$ cat config.mk
export PLATFORM = sky130hd
export DESIGN_NAME = four_lane_race_stopwatch
export DESIGN_NICKNAME = d
export VERILOG_FILES = /design/src/rtl/flrs_pkg.sv /design/src/rtl/flrs_in_stage.sv /design/src/rtl/flrs_time_counter.sv /design/src/rtl/flrs_lane_latch.sv /design/src/rtl/four_lane_race_stopwatch.sv
export SDC_FILE = /design/constraint.sdc
export NUM_CORES = 1
export LEC_CHECK = 0
export BUFFER_PORTS_ARGS = -buffer_cell sky130_fd_sc_hd__buf_2
export CAP_MARGIN = 20
export CORE_ASPECT_RATIO = 1.4
export CORE_MARGIN = 2
export CORE_UTILIZATION = 63
export DETAILED_ROUTE_END_ITERATION = 8
export GPL_TIMING_DRIVEN = 0
export HOLD_SLACK_MARGIN = 0.05
export PLACE_DENSITY_LB_ADDON = 0.12
export SYNTH_ARGS = -nofsm -noshare
export SYNTH_HDL_FRONTEND = slang
export SYNTH_SLANG_ARGS = --single-unit
$ cat constraint.sdc
create_clock -name clock -period 9.5 [get_ports clock]
set_clock_uncertainty 0.05 [all_clocks]
set_input_delay 1.425 -clock clock [delete_from_list [all_inputs] [get_ports clock]]
set_output_delay 1.425 -clock clock [all_outputs]
set_load 0.02 [all_outputs]
$ cat src/rtl/flrs_pkg.sv
package flrs_pkg;

   // Lane count limits and the fixed width of the lane click field
   localparam int LANES_DEFAULT = 4;
   localparam int MAX_LANES     = 8;
   localparam int LANE_FIELD_W  = 4;

   // Time field widths
   localparam int COUNT_W = 32;
   localparam int HOUR_W  = 11;
   localparam int MIN_W   = 6;
   localparam int SEC_W   = 6;
   localparam int MS_W    = 10;

   // Last value of the millisecond, second and minute digits before each rolls over
   localparam logic [MS_W-1:0]  MS_LAST  = MS_W'(999);
   localparam logic [SEC_W-1:0] SEC_LAST = SEC_W'(59);
   localparam logic [MIN_W-1:0] MIN_LAST = MIN_W'(59);

   // Stream widths
   localparam int REQ_TDATA_W = 8;
   localparam int RSP_FIELD_W = 2 + 2 * LANE_FIELD_W + COUNT_W + HOUR_W + MIN_W + SEC_W + MS_W;
   localparam int RSP_TDATA_W = ((RSP_FIELD_W + 7) / 8) * 8;
   localparam int RSP_PAD_W   = RSP_TDATA_W - RSP_FIELD_W;

   typedef enum logic [1:0] {
      PHASE_RUNNING  = 2'd0,
      PHASE_STOPPING = 2'd1,
      PHASE_ARMED    = 2'd2,
      PHASE_STARTING = 2'd3
   } phase_type;

   typedef struct packed {
      logic [LANE_FIELD_W-1:0] lane_clicks;
      logic                    control_click;
      logic                    tick;
   } item_type;

   typedef struct packed {
      logic advance;
      logic clear;
      logic count_up;
   } time_ctl_type;

   typedef struct packed {
      logic [COUNT_W-1:0] count;
      logic [HOUR_W-1:0]  hours;
      logic [MIN_W-1:0]   minutes;
      logic [SEC_W-1:0]   seconds;
      logic [MS_W-1:0]    millis;
   } time_type;

   typedef struct packed {
      logic advance;
      logic clear;
   } lane_ctl_type;

   typedef struct packed {
      logic                    all_stopped;
      logic [LANE_FIELD_W-1:0] stopped;
      logic [LANE_FIELD_W-1:0] fresh;
   } lane_status_type;

   // A control click moves the phase on by one, wrapping after starting
   function automatic phase_type next_phase(input phase_type cur);
      phase_type nxt;
      case (cur)
         PHASE_RUNNING:  nxt = PHASE_STOPPING;
         PHASE_STOPPING: nxt = PHASE_ARMED;
         PHASE_ARMED:    nxt = PHASE_STARTING;
         PHASE_STARTING: nxt = PHASE_RUNNING;
         default:        nxt = PHASE_RUNNING;
      endcase
      return nxt;
   endfunction

endpackage

$ cat src/rtl/flrs_in_stage.sv
module flrs_in_stage (
   input  logic                                clock,
   input  logic                                reset,
   input  logic                                req_tvalid,
   output logic                                req_tready,
   input  logic [flrs_pkg::REQ_TDATA_W-1:0]    req_tdata,
   input  logic                                take,
   output logic                                item_valid,
   output flrs_pkg::item_type                  item
);

   logic                item_valid_ff;
   logic                item_valid_in;
   flrs_pkg::item_type  item_ff;

   // Space when empty or when the held transaction moves on this cycle
   assign req_tready = !item_valid_ff || take;

   always_comb begin
      item_valid_in = item_valid_ff;
      if (req_tvalid && req_tready) begin
         item_valid_in = 1'b1;
      end else if (take) begin
         item_valid_in = 1'b0;
      end
   end

   always_ff @(posedge clock) begin
      if (reset) begin
         item_valid_ff <= 1'b0;
      end else begin
         item_valid_ff <= item_valid_in;
      end
   end

   // Payload, no reset
   always_ff @(posedge clock) begin
      if (req_tvalid && req_tready) begin
         item_ff <= flrs_pkg::item_type'(req_tdata[$bits(flrs_pkg::item_type)-1:0]);
      end
   end

   assign item_valid = item_valid_ff;
   assign item       = item_ff;

endmodule

$ cat src/rtl/flrs_time_counter.sv
module flrs_time_counter (
   input  logic                    clock,
   input  logic                    reset,
   input  flrs_pkg::time_ctl_type  ctl,
   output flrs_pkg::time_type      time_next
);

   flrs_pkg::time_type time_ff;
   flrs_pkg::time_type time_in;

   // Cascaded digits track the raw count; a 32-bit wrap takes them all to zero
   always_comb begin
      time_in = time_ff;
      if (ctl.clear) begin
         time_in = '0;
      end else if (ctl.count_up) begin
         if (&time_ff.count) begin
            time_in = '0;
         end else begin
            time_in.count = time_ff.count + flrs_pkg::COUNT_W'(1);
            if (time_ff.millis == flrs_pkg::MS_LAST) begin
               time_in.millis = '0;
               if (time_ff.seconds == flrs_pkg::SEC_LAST) begin
                  time_in.seconds = '0;
                  if (time_ff.minutes == flrs_pkg::MIN_LAST) begin
                     time_in.minutes = '0;
                     time_in.hours   = time_ff.hours + flrs_pkg::HOUR_W'(1);
                  end else begin
                     time_in.minutes = time_ff.minutes + flrs_pkg::MIN_W'(1);
                  end
               end else begin
                  time_in.seconds = time_ff.seconds + flrs_pkg::SEC_W'(1);
               end
            end else begin
               time_in.millis = time_ff.millis + flrs_pkg::MS_W'(1);
            end
         end
      end
   end

   always_ff @(posedge clock) begin
      if (reset) begin
         time_ff <= '0;
      end else if (ctl.advance) begin
         time_ff <= time_in;
      end
   end

   assign time_next = time_in;

endmodule

$ cat src/rtl/flrs_lane_latch.sv
module flrs_lane_latch #(
   parameter int LANES = flrs_pkg::LANES_DEFAULT
) (
   input  logic                                  clock,
   input  logic                                  reset,
   input  flrs_pkg::lane_ctl_type                ctl,
   input  logic [flrs_pkg::LANE_FIELD_W-1:0]     lane_clicks,
   output flrs_pkg::lane_status_type             status
);

   logic [LANES-1:0] stopped_ff;
   logic [LANES-1:0] stopped_in;
   logic [LANES-1:0] clicks;
   logic [LANES-1:0] base;
   logic [LANES-1:0] fresh;

   // Lanes past the click field can never be clicked
   for (genvar i = 0; i < LANES; i++) begin : g_clicks
      if (i < flrs_pkg::LANE_FIELD_W) begin : g_field
         assign clicks[i] = lane_clicks[i];
      end else begin : g_none
         assign clicks[i] = 1'b0;
      end
   end

   // Starting clears the lanes before this transaction's clicks land
   assign base       = ctl.clear ? '0 : stopped_ff;
   assign fresh      = clicks & ~base;
   assign stopped_in = base | clicks;

   always_ff @(posedge clock) begin
      if (reset) begin
         stopped_ff <= '0;
      end else if (ctl.advance) begin
         stopped_ff <= stopped_in;
      end
   end

   // Report on the fixed four-bit fields
   for (genvar i = 0; i < flrs_pkg::LANE_FIELD_W; i++) begin : g_report
      if (i < LANES) begin : g_lane
         assign status.stopped[i] = stopped_in[i];
         assign status.fresh[i]   = fresh[i];
      end else begin : g_none
         assign status.stopped[i] = 1'b0;
         assign status.fresh[i]   = 1'b0;
      end
   end

   assign status.all_stopped = &stopped_ff;

endmodule

$ cat src/rtl/four_lane_race_stopwatch.sv
// Race stopwatch for up to LANES lanes (1 to 8, default 4; only four lanes have click bits).
// Each request transaction carries a millisecond tick, a start/stop click and lane clicks,
// and yields exactly one response transaction with the phase, lane status, the time of any
// new lane stops and the elapsed time as hours, minutes, seconds and milliseconds. One
// transaction is taken every clock cycle while the response is not stalled: it is held in
// the input register and the phase logic, lane latch and cascaded time counter settle it
// in one pass into the response register. The input register can take a new request
// while a finished response still waits on rsp_tready.
module four_lane_race_stopwatch #(
   parameter int LANES = flrs_pkg::LANES_DEFAULT
) (
   input  logic                                clock,
   input  logic                                reset,
   input  logic                                req_tvalid,
   output logic                                req_tready,
   // [0] tick, [1] control_click, [5:2] lane_clicks, [7:6] zero
   input  logic [flrs_pkg::REQ_TDATA_W-1:0]    req_tdata,
   output logic                                rsp_tvalid,
   input  logic                                rsp_tready,
   // [1:0] phase, [5:2] stopped_lanes, [9:6] new_stops, [41:10] stop_time_ms,
   // [52:42] hours, [58:53] minutes, [64:59] seconds, [74:65] millis_part, [79:75] zero
   output logic [flrs_pkg::RSP_TDATA_W-1:0]    rsp_tdata
);

   logic                         item_valid;
   flrs_pkg::item_type           item;
   logic                         out_ready;
   logic                         fire;
   flrs_pkg::phase_type          phase_ff;
   flrs_pkg::phase_type          phase_in;
   flrs_pkg::phase_type          phase_mid;
   flrs_pkg::time_ctl_type       time_ctl;
   flrs_pkg::time_type           time_next;
   flrs_pkg::lane_ctl_type       lane_ctl;
   flrs_pkg::lane_status_type    lane_status;
   logic [flrs_pkg::COUNT_W-1:0] stop_time;
   logic                         rsp_tvalid_ff;
   logic                         rsp_tvalid_in;
   logic [flrs_pkg::RSP_TDATA_W-1:0] rsp_tdata_ff;

   // Response register free or draining this cycle
   assign out_ready = !rsp_tvalid_ff || rsp_tready;
   assign fire      = item_valid && out_ready;

   flrs_in_stage u_in_stage (
      .clock      (clock),
      .reset      (reset),
      .req_tvalid (req_tvalid),
      .req_tready (req_tready),
      .req_tdata  (req_tdata),
      .take       (fire),
      .item_valid (item_valid),
      .item       (item)
   );

   // Phase action, then control click
   always_comb begin
      phase_mid         = phase_ff;
      time_ctl.advance  = fire;
      time_ctl.clear    = 1'b0;
      time_ctl.count_up = 1'b0;
      case (phase_ff)
         flrs_pkg::PHASE_RUNNING: begin
            time_ctl.count_up = item.tick;
         end
         flrs_pkg::PHASE_STOPPING: begin
            if (lane_status.all_stopped) begin
               phase_mid = flrs_pkg::PHASE_ARMED;
            end
         end
         flrs_pkg::PHASE_ARMED: begin
         end
         flrs_pkg::PHASE_STARTING: begin
            time_ctl.clear = 1'b1;
            phase_mid      = flrs_pkg::PHASE_RUNNING;
         end
         default: begin
         end
      endcase
      phase_in = phase_ff;
      if (fire) begin
         phase_in = item.control_click ? flrs_pkg::next_phase(phase_mid) : phase_mid;
      end
      lane_ctl.advance = fire;
      lane_ctl.clear   = time_ctl.clear;
   end

   always_ff @(posedge clock) begin
      if (reset) begin
         phase_ff <= flrs_pkg::PHASE_STOPPING;
      end else begin
         phase_ff <= phase_in;
      end
   end

   flrs_time_counter u_time_counter (
      .clock     (clock),
      .reset     (reset),
      .ctl       (time_ctl),
      .time_next (time_next)
   );

   flrs_lane_latch #(
      .LANES (LANES)
   ) u_lane_latch (
      .clock       (clock),
      .reset       (reset),
      .ctl         (lane_ctl),
      .lane_clicks (item.lane_clicks),
      .status      (lane_status)
   );

   // Stop time only reported alongside new stops
   assign stop_time = (lane_status.fresh != '0) ? time_next.count : '0;

   // Response register
   always_comb begin
      rsp_tvalid_in = rsp_tvalid_ff;
      if (fire) begin
         rsp_tvalid_in = 1'b1;
      end else if (rsp_tready) begin
         rsp_tvalid_in = 1'b0;
      end
   end

   always_ff @(posedge clock) begin
      if (reset) begin
         rsp_tvalid_ff <= 1'b0;
      end else begin
         rsp_tvalid_ff <= rsp_tvalid_in;
      end
   end

   always_ff @(posedge clock) begin
      if (fire) begin
         rsp_tdata_ff <= {{flrs_pkg::RSP_PAD_W{1'b0}}, time_next.millis, time_next.seconds,
                          time_next.minutes, time_next.hours, stop_time,
                          lane_status.fresh, lane_status.stopped, phase_in};
      end
   end

   assign rsp_tvalid = rsp_tvalid_ff;
   assign rsp_tdata  = rsp_tdata_ff;

endmodule

==> impl_metrics.yaml, run 1 <==
synth:
  synthMuxAreaShare: 0.008329
  ys_seq_elements: 154
  synth_compound_area_frac: 0.08829
  netlist_instances: 791
  synth_edf_count: 81
  ys_types: 59
  yosysSeqAreaShare: 0.5184
  synth_top_family_by_area: "simple AND/OR/NAND/NOR gates"
  synth_xor_area_frac: 0.06180
  synth_adder_area_share: 0.01333
  netlist_area_sq_um: 7511
  synth-simple-area-share: 0.2637
  ys_async_sr_fraction: 0
  yosysWarnings: 0
  ys.flop_type: "edfxtp_1"
  syn_avg_cell_area_sq_um: 9.496
clock_network:
  htree_levels: 4
  cts_max_path_buffers: 2
  hold_buffers: 0
  cts_sinks: 154
  cts_made_buffers: 17
  clock_latency_ns: 0.43
  cts_resized: 0
  cts_tree: "done"
  clkSlewWorstSetupHoldPaths_ns: 0.07
  post_cts_buffers: 0
  clockRootBuffer: "clkbuf_16"
detailed_routing:
  routedWlPerCell_um: 19.01
  detail_route.iter0.violations: 441
  routed_wirelength_mm: 20.16
  dr.pass1.iters: 5
  via_per_inst: 6.146
  drc: 0
  vias: 6515
  drtAntennaViolNets: 0
sta:
  hold_slack_ns: 0.4749
  period_minus_slack_ns: 3.911
  maxSlewViolCount: 0
  rsz0062_at_grt: "no"
  tns_ns: 0
  maxSlewHeadroom: 0.3711
  setup_ws_ns: 5.589
  hold_viol: 0
  worst_pin_slew_ns: 0.9433
  finalSetupViolCount: 0
  fin_crit_sh: 0.4117
  max_freq_mhz: 255.7
grt:
  grt-busiest-layer: "met2"
  grtUsageMet1: 0.3795
  grt_pass1_vias: 6314
  antenna_found_initial: 0
  overflow: 0
  grt_max_degree: 46
  met2_usage: 0.5536
  globalRouteMet3Util: 0.06957
  grt_pass1_wl_mm: 31.40
  grt_use_total: 0.3207
run:
  cap_viol_max_count: 0
power:
  power_leakage_nw: 3.373
  clock_power_share: 0.467
  p_seq_frac: 0.464
  irDropWorstVdd_uv: 137.4
  power.density_nw_per_um2: 177.6
  switching_share: 0.2506
  switchingPower_mw: 0.3910
  p_int_mw: 1.169
  comb_power_share: 0.069
floorplanning:
  die_w_um: 96.28
  start_util: 0.6418
  pin_count: 94
  fp-row-count: 47
  coreArea_sq_um: 11700
  die_height_um: 133.2
  die_area_sq_um: 12820
worst_setup_path:
  crit_top_cell: "clkbuf_1"
  critPathArrivalTime_ns: 4.19
  critPathLaunchType: "input pin"
  end_kind: "register"
  cp_max_fo: 10
  critPathRequiredTime_ns: 9.78
  path_cells: "buf_2 > nor2b_1 > nand2b_1 > clkinv_1 > nor2_1 > clkbuf_1 > clkbuf_1 > o21ai_0 > o41ai_1"
  critical_path_class: "input pin to register"
  cp_num_buf_inv: 4
  cp_slowest_cell: "clkbuf_1"
  slowest_delay_ns: 0.51
  crit_family: "buffers and inverters"
placement:
  gp_congestion: 0.9453
  port_buffers: 85
  dp_cells: 1028
  hpwl_mm: 13.96
  place_ws_ns: 5.245
layout:
  fill_cells: 844
  n_antenna_cell: 0
  layout-drive-gt1-share: 0.1807
  fin_cells: 1060
  fin_util: 0.7506
  nNetsFinal: 920
  syn2layout_area_growth_pct: 16.94
run_status:
  outcome: "complete, no violations"
worst_hold_path:
  hold_path_class: "register to register"
-- worst paths after layout --
check	startpoint	to	slack (ns)	cells after the start
setup / recovery	rsp_tready	u_time_counter.time_ff[61]	5.59	9
setup reg to reg	phase_ff[0]	u_time_counter.time_ff[46]	6.20	11
hold / removal	u_time_counter.time_ff[8]	u_time_counter.time_ff[8]	0.47	2
hold reg to reg	u_time_counter.time_ff[8]	u_time_counter.time_ff[8]	0.47	2
-- power groups by stage --
stage / Combinational [mW] / Sequential (mW) / Clock, mW
after floorplan: 0.0462 / 0.759 / 0
after global placement: 0.102 / 0.740 / 0
after detailed placement: 0.106 / 0.739 / 0
after CTS: 0.106 / 0.724 / 0.729
after global routing: 0.115 / 0.726 / 0.755
final: 0.107 / 0.724 / 0.729
-- logic make-up (layout without fill, tap and decap cells) --
logic type / after synthesis / count (layout)
xor gates and xnor gates: 53 / 53
buffers and inverters: 74 / 192
DFF: 154 / 154
AOI/OAI and AO/OA: 108 / 108
and+or+nand+nor: 387 / 387
muxes: 6 / 6
other: 1 / 5
adders and majority gates: 8 / 8
-- worst reg2reg max path: stages, from the launching register on --
cell	delay [ns]
dfxtp_1	0.35
inv_1	0.14
ha_1	0.28
nand3_1	0.26
nor4_2	0.45
and4bb_1	0.26
buf_2	0.21
or3_1	0.13
buf_2	0.21
clkbuf_1	0.52
or3_1	0.21
nand3_1	0.10
-- Yosys cell counts (3+ instances only) --
cell type | instances | share of area
a21o_1 | 9 | 0.0090
a21oi_1 | 39 | 0.026
a22oi_1 | 3 | 0.0030
a31oi_1 | 12 | 0.010
a32oi_1 | 4 | 0.0047
and2_1 | 5 | 0.0042
and3_1 | 13 | 0.011
and4_1 | 4 | 0.0047
buf_2 | 15 | 0.010
buf_4 | 7 | 0.0070
clkbuf_1 | 28 | 0.014
clkbuf_2 | 4 | 0.0027
dfxtp_1 | 73 | 0.19
edfxtp_1 | 81 | 0.32
ha_1 | 8 | 0.013
inv_1 | 15 | 0.0075
mux2i_1 | 4 | 0.0053
nand2_1 | 83 | 0.041
nand2b_1 | 7 | 0.0058
nand3_1 | 63 | 0.042
nand3b_1 | 3 | 0.0030
nand4_1 | 31 | 0.026
nor2_1 | 90 | 0.045
nor3_1 | 18 | 0.012
nor4_1 | 15 | 0.012
o21ai_0 | 22 | 0.015
o31ai_1 | 6 | 0.0060
or2_2 | 4 | 0.0033
or3_1 | 30 | 0.025
or4_1 | 4 | 0.0040
xnor2_1 | 18 | 0.021
xor2_1 | 35 | 0.041
-- metrics by stage --
stage	power [mW]	area [sq um]
after floorplan	0.8056	7526
after global placement	0.8422	8135
after detailed placement	0.8442	8157
after CTS	1.560	8783
after global routing	1.596	8783
final	1.560	8783
-- final cells by class --
| cell class | count | area (sq um) | area share |
|---|---|---|---|
| Tap cell | 147 | 183.9 | 0.02094 |
| Buffer | 57 | 280.3 | 0.03191 |
| Sequential cell | 154 | 3894 | 0.4433 |
| Clock inverter | 15 | 201.4 | 0.02293 |
| Inverter | 17 | 63.81 | 0.007265 |
| Clock buffer | 17 | 425.4 | 0.04843 |
| Timing Repair Buffer | 86 | 445.4 | 0.05071 |
| Multi-Input combinational cell | 567 | 3289 | 0.3745 |
-- sequential cells by signal (all words and copies together) (netlist names) --
register,cells
rsp_tdata,75
u_time_counter.time_ff,65
u_in_stage.item,6
u_lane_latch.stopped_ff,4
phase_ff,2
rsp_tvalid,1
u_in_stage.item_valid,1
-- placed cells by master, fill, tap and decap left out, types with 4 or more instances in the layout --
master / synthesis / routed
or2_2: 4 / 4
nor3_1: 18 / 18
a31oi_1: 12 / 12
and3_1: 13 / 13
nand2b_1: 7 / 7
buf_4: 7 / 7
or3_1: 30 / 30
clkbuf_1: 28 / 28
dfxtp_1: 73 / 73
a21oi_1: 39 / 39
and2_1: 5 / 5
edfxtp_1: 81 / 81
mux2i_1: 4 / 4
inv_6: 0 / 7
o31ai_1: 6 / 6
ha_1: 8 / 8
nand3_1: 63 / 63
clkbuf_2: 4 / 4
or4_1: 4 / 4
nor4_1: 15 / 15
inv_1: 15 / 15
clkbuf_16: 0 / 17
buf_2: 15 / 101
nor2_1: 90 / 90
conb_1: 1 / 5
a32oi_1: 4 / 4
a21o_1: 9 / 9
xor2_1: 35 / 35
nand2_1: 83 / 83
nand4_1: 31 / 31
xnor2_1: 18 / 18
and4_1: 4 / 4
o21ai_0: 22 / 22
-- routing by layer --
metal  vias to the layer above  share of wire
met2                       283           0.52
li1                       3057              -
met1                      3114           0.38
met5                         -              0
met4                         0          0.032
met3                        61          0.060
Note: power is estimated with default switching activity, not from simulation.
==> inputs of run 2 (changes only) <==
--- a/config.mk
+++ b/config.mk
@@ -9,7 +9,7 @@
 export CAP_MARGIN = 20
 export CORE_ASPECT_RATIO = 1.4
 export CORE_MARGIN = 2
-export CORE_UTILIZATION = 63
+export CORE_UTILIZATION = 53
 export DETAILED_ROUTE_END_ITERATION = 8
 export GPL_TIMING_DRIVEN = 0
 export HOLD_SLACK_MARGIN = 0.05
==> constraint.sdc (replaced) <==
create_clock -name clock -period 3.5 [get_ports clock]
set_clock_uncertainty 0.05 [all_clocks]
set_input_delay 0.525 -clock clock [delete_from_list [all_inputs] [get_ports clock]]
set_output_delay 0.525 -clock clock [all_outputs]
set_load 0.02 [all_outputs]
==> run 2 against run 1 <==
- die area up 18%
- core utilization down 12 points
- clock power up 150%
- critical path depth up 1
- non-clock buffer count unchanged
- critical path type is now register to register
- worst setup slack worse by 5.3 ns
- largest power group is now registers
- final area about the same
==> impl_metrics.yaml, run 2 (synthesis results as in run 1) <==
run_status:
  outcome: "complete, no violations"
layout:
  fin_util: 0.6319
  nNetsFinal: 920
  fin_cells: 1098
  syn2layout_area_growth_pct: 17.04
  n_antenna_cell: 0
  layout-drive-gt1-share: 0.1796
  final_common_cell: "buf_2"
  largest_register_ffs: 75
  seqCellArea_sq_um: 3894
  final_cell_mix: "100 x buf_2, 90 x nor2_1, 83 x nand2_1"
  multi_input_area_sq_um: 3289
  fill_cells: 1225
clock_network:
  cts_resized: 0
  cts_max_path_buffers: 2
  cts_tree: "done"
  clkSlewWorstSetupHoldPaths_ns: 0.07
  clockRootBuffer: "clkbuf_16"
  htree_levels: 4
  cts_sinks: 154
  post_cts_buffers: 0
  cts_made_buffers: 17
  hold_buffers: 0
  clock_latency_ns: 0.43
floorplanning:
  die_area_sq_um: 15150
  start_util: 0.5399
  fp-row-count: 51
  die_height_um: 144.9
  die_w_um: 104.6
  coreArea_sq_um: 13910
  pin_count: 94
grt:
  grtUsageMet1: 0.2963
  antenna_found_initial: 0
  grt_max_degree: 49
  grt_pass1_wl_mm: 30.25
  grt-busiest-layer: "met2"
  globalRouteMet3Util: 0.04837
  overflow: 0
  grt_pass1_vias: 6099
  met2_usage: 0.4558
  grt_use_total: 0.2540
worst_hold_path:
  hold_depth: 1
  hold_path_class: "input pin to register"
detailed_routing:
  detail_route.iter0.violations: 386
  routed_wirelength_mm: 18.91
  routedWlPerCell_um: 17.22
  via_per_inst: 5.712
  vias: 6272
  drc: 0
  drtAntennaViolNets: 0
  dr.pass1.iters: 5
worst_setup_path:
  critPathArrivalTime_ns: 3.32
  critical_path_class: "register to register"
  cp_slowest_cell: "nor4_2"
  path_cells: "inv_1 > ha_1 > nand3_1 > nor4_2 > and4bb_1 > buf_2 > nor2_1 > nand2_1 > clkbuf_1 > nor2_1"
  cp_num_buf_inv: 3
  crit_family: "simple AND/OR/NAND/NOR gates"
  cp_max_fo: 10
  critPathLaunchType: "register"
  reg2regPathDepth: 10
  crit_top_cell: "nor2_1"
  slowest_delay_ns: 0.46
  cp.depth: 10
  end_kind: "register"
  critPathRequiredTime_ns: 3.61
placement:
  port_buffers: 85
  gp_congestion: 0.9153
  hpwl_mm: 13.37
  dp_cells: 1066
sta:
  hold_slack_ns: 0.2115
  maxSlewViolCount: 0
  hold_viol: 0
  period_minus_slack_ns: 3.206
  finalSetupViolCount: 0
  max_freq_mhz: 311.9
  worst_pin_slew_ns: 0.8598
  rsz0062_at_grt: "no"
  maxSlewHeadroom: 0.4224
  tns_ns: 0
  fin_crit_sh: 0.9161
power:
  power.density_nw_per_um2: 461.8
  finalPower_mw: 4.060
  irDropWorstVdd_uv: 302.9
  power_leakage_nw: 3.342
run:
  cap_viol_max_count: 0
run 2: final timing paths:
kind	startpoint	end	slack [ns]
worst max-delay path	phase_ff[0]	rsp_tdata[33]	0.29
worst min register to register	u_time_counter.time_ff[32]	u_time_counter.time_ff[32]	0.45
worst min-delay path	req_tdata[2]	u_in_stage.item[2]	0.21
worst max register to register	phase_ff[0]	rsp_tdata[33]	0.29
run 2: final cells by class:
class	count	share of cell area
Sequential cell	154	0.4429
Tap cell	185	0.02633
Multi-Input combinational cell	567	0.3742
Timing Repair Buffer	86	0.05152
Inverter	17	0.007259
Clock inverter	14	0.01566
Buffer	57	0.03217
Clock buffer	18	0.04996
run 2: power by group:
part	switching, mW	total (mW)	internal, mW
Sequential	0.0164	1.96	1.95
Clock	0.794	1.81	1.01
Combinational	0.215	0.288	0.0732
Total	1.03	4.06	3.03
run 2: metrics by stage:
step	cell area, sq um	worst slack, ns
6_report	8791	0.2938
5_1_grt	8791	0.08760
4_1_cts	8791	0.3015
3_5_place_dp	8214	0.1285
3_3_place_gp	8190	-0.3559
2_1_floorplan	7533	0.5953
run 2: routing by layer:
layer	vias up	routed length, um
met5	-	0
met4	0	483
met3	46	949
met2	197	9811
met1	2972	7664
li1	3057	-
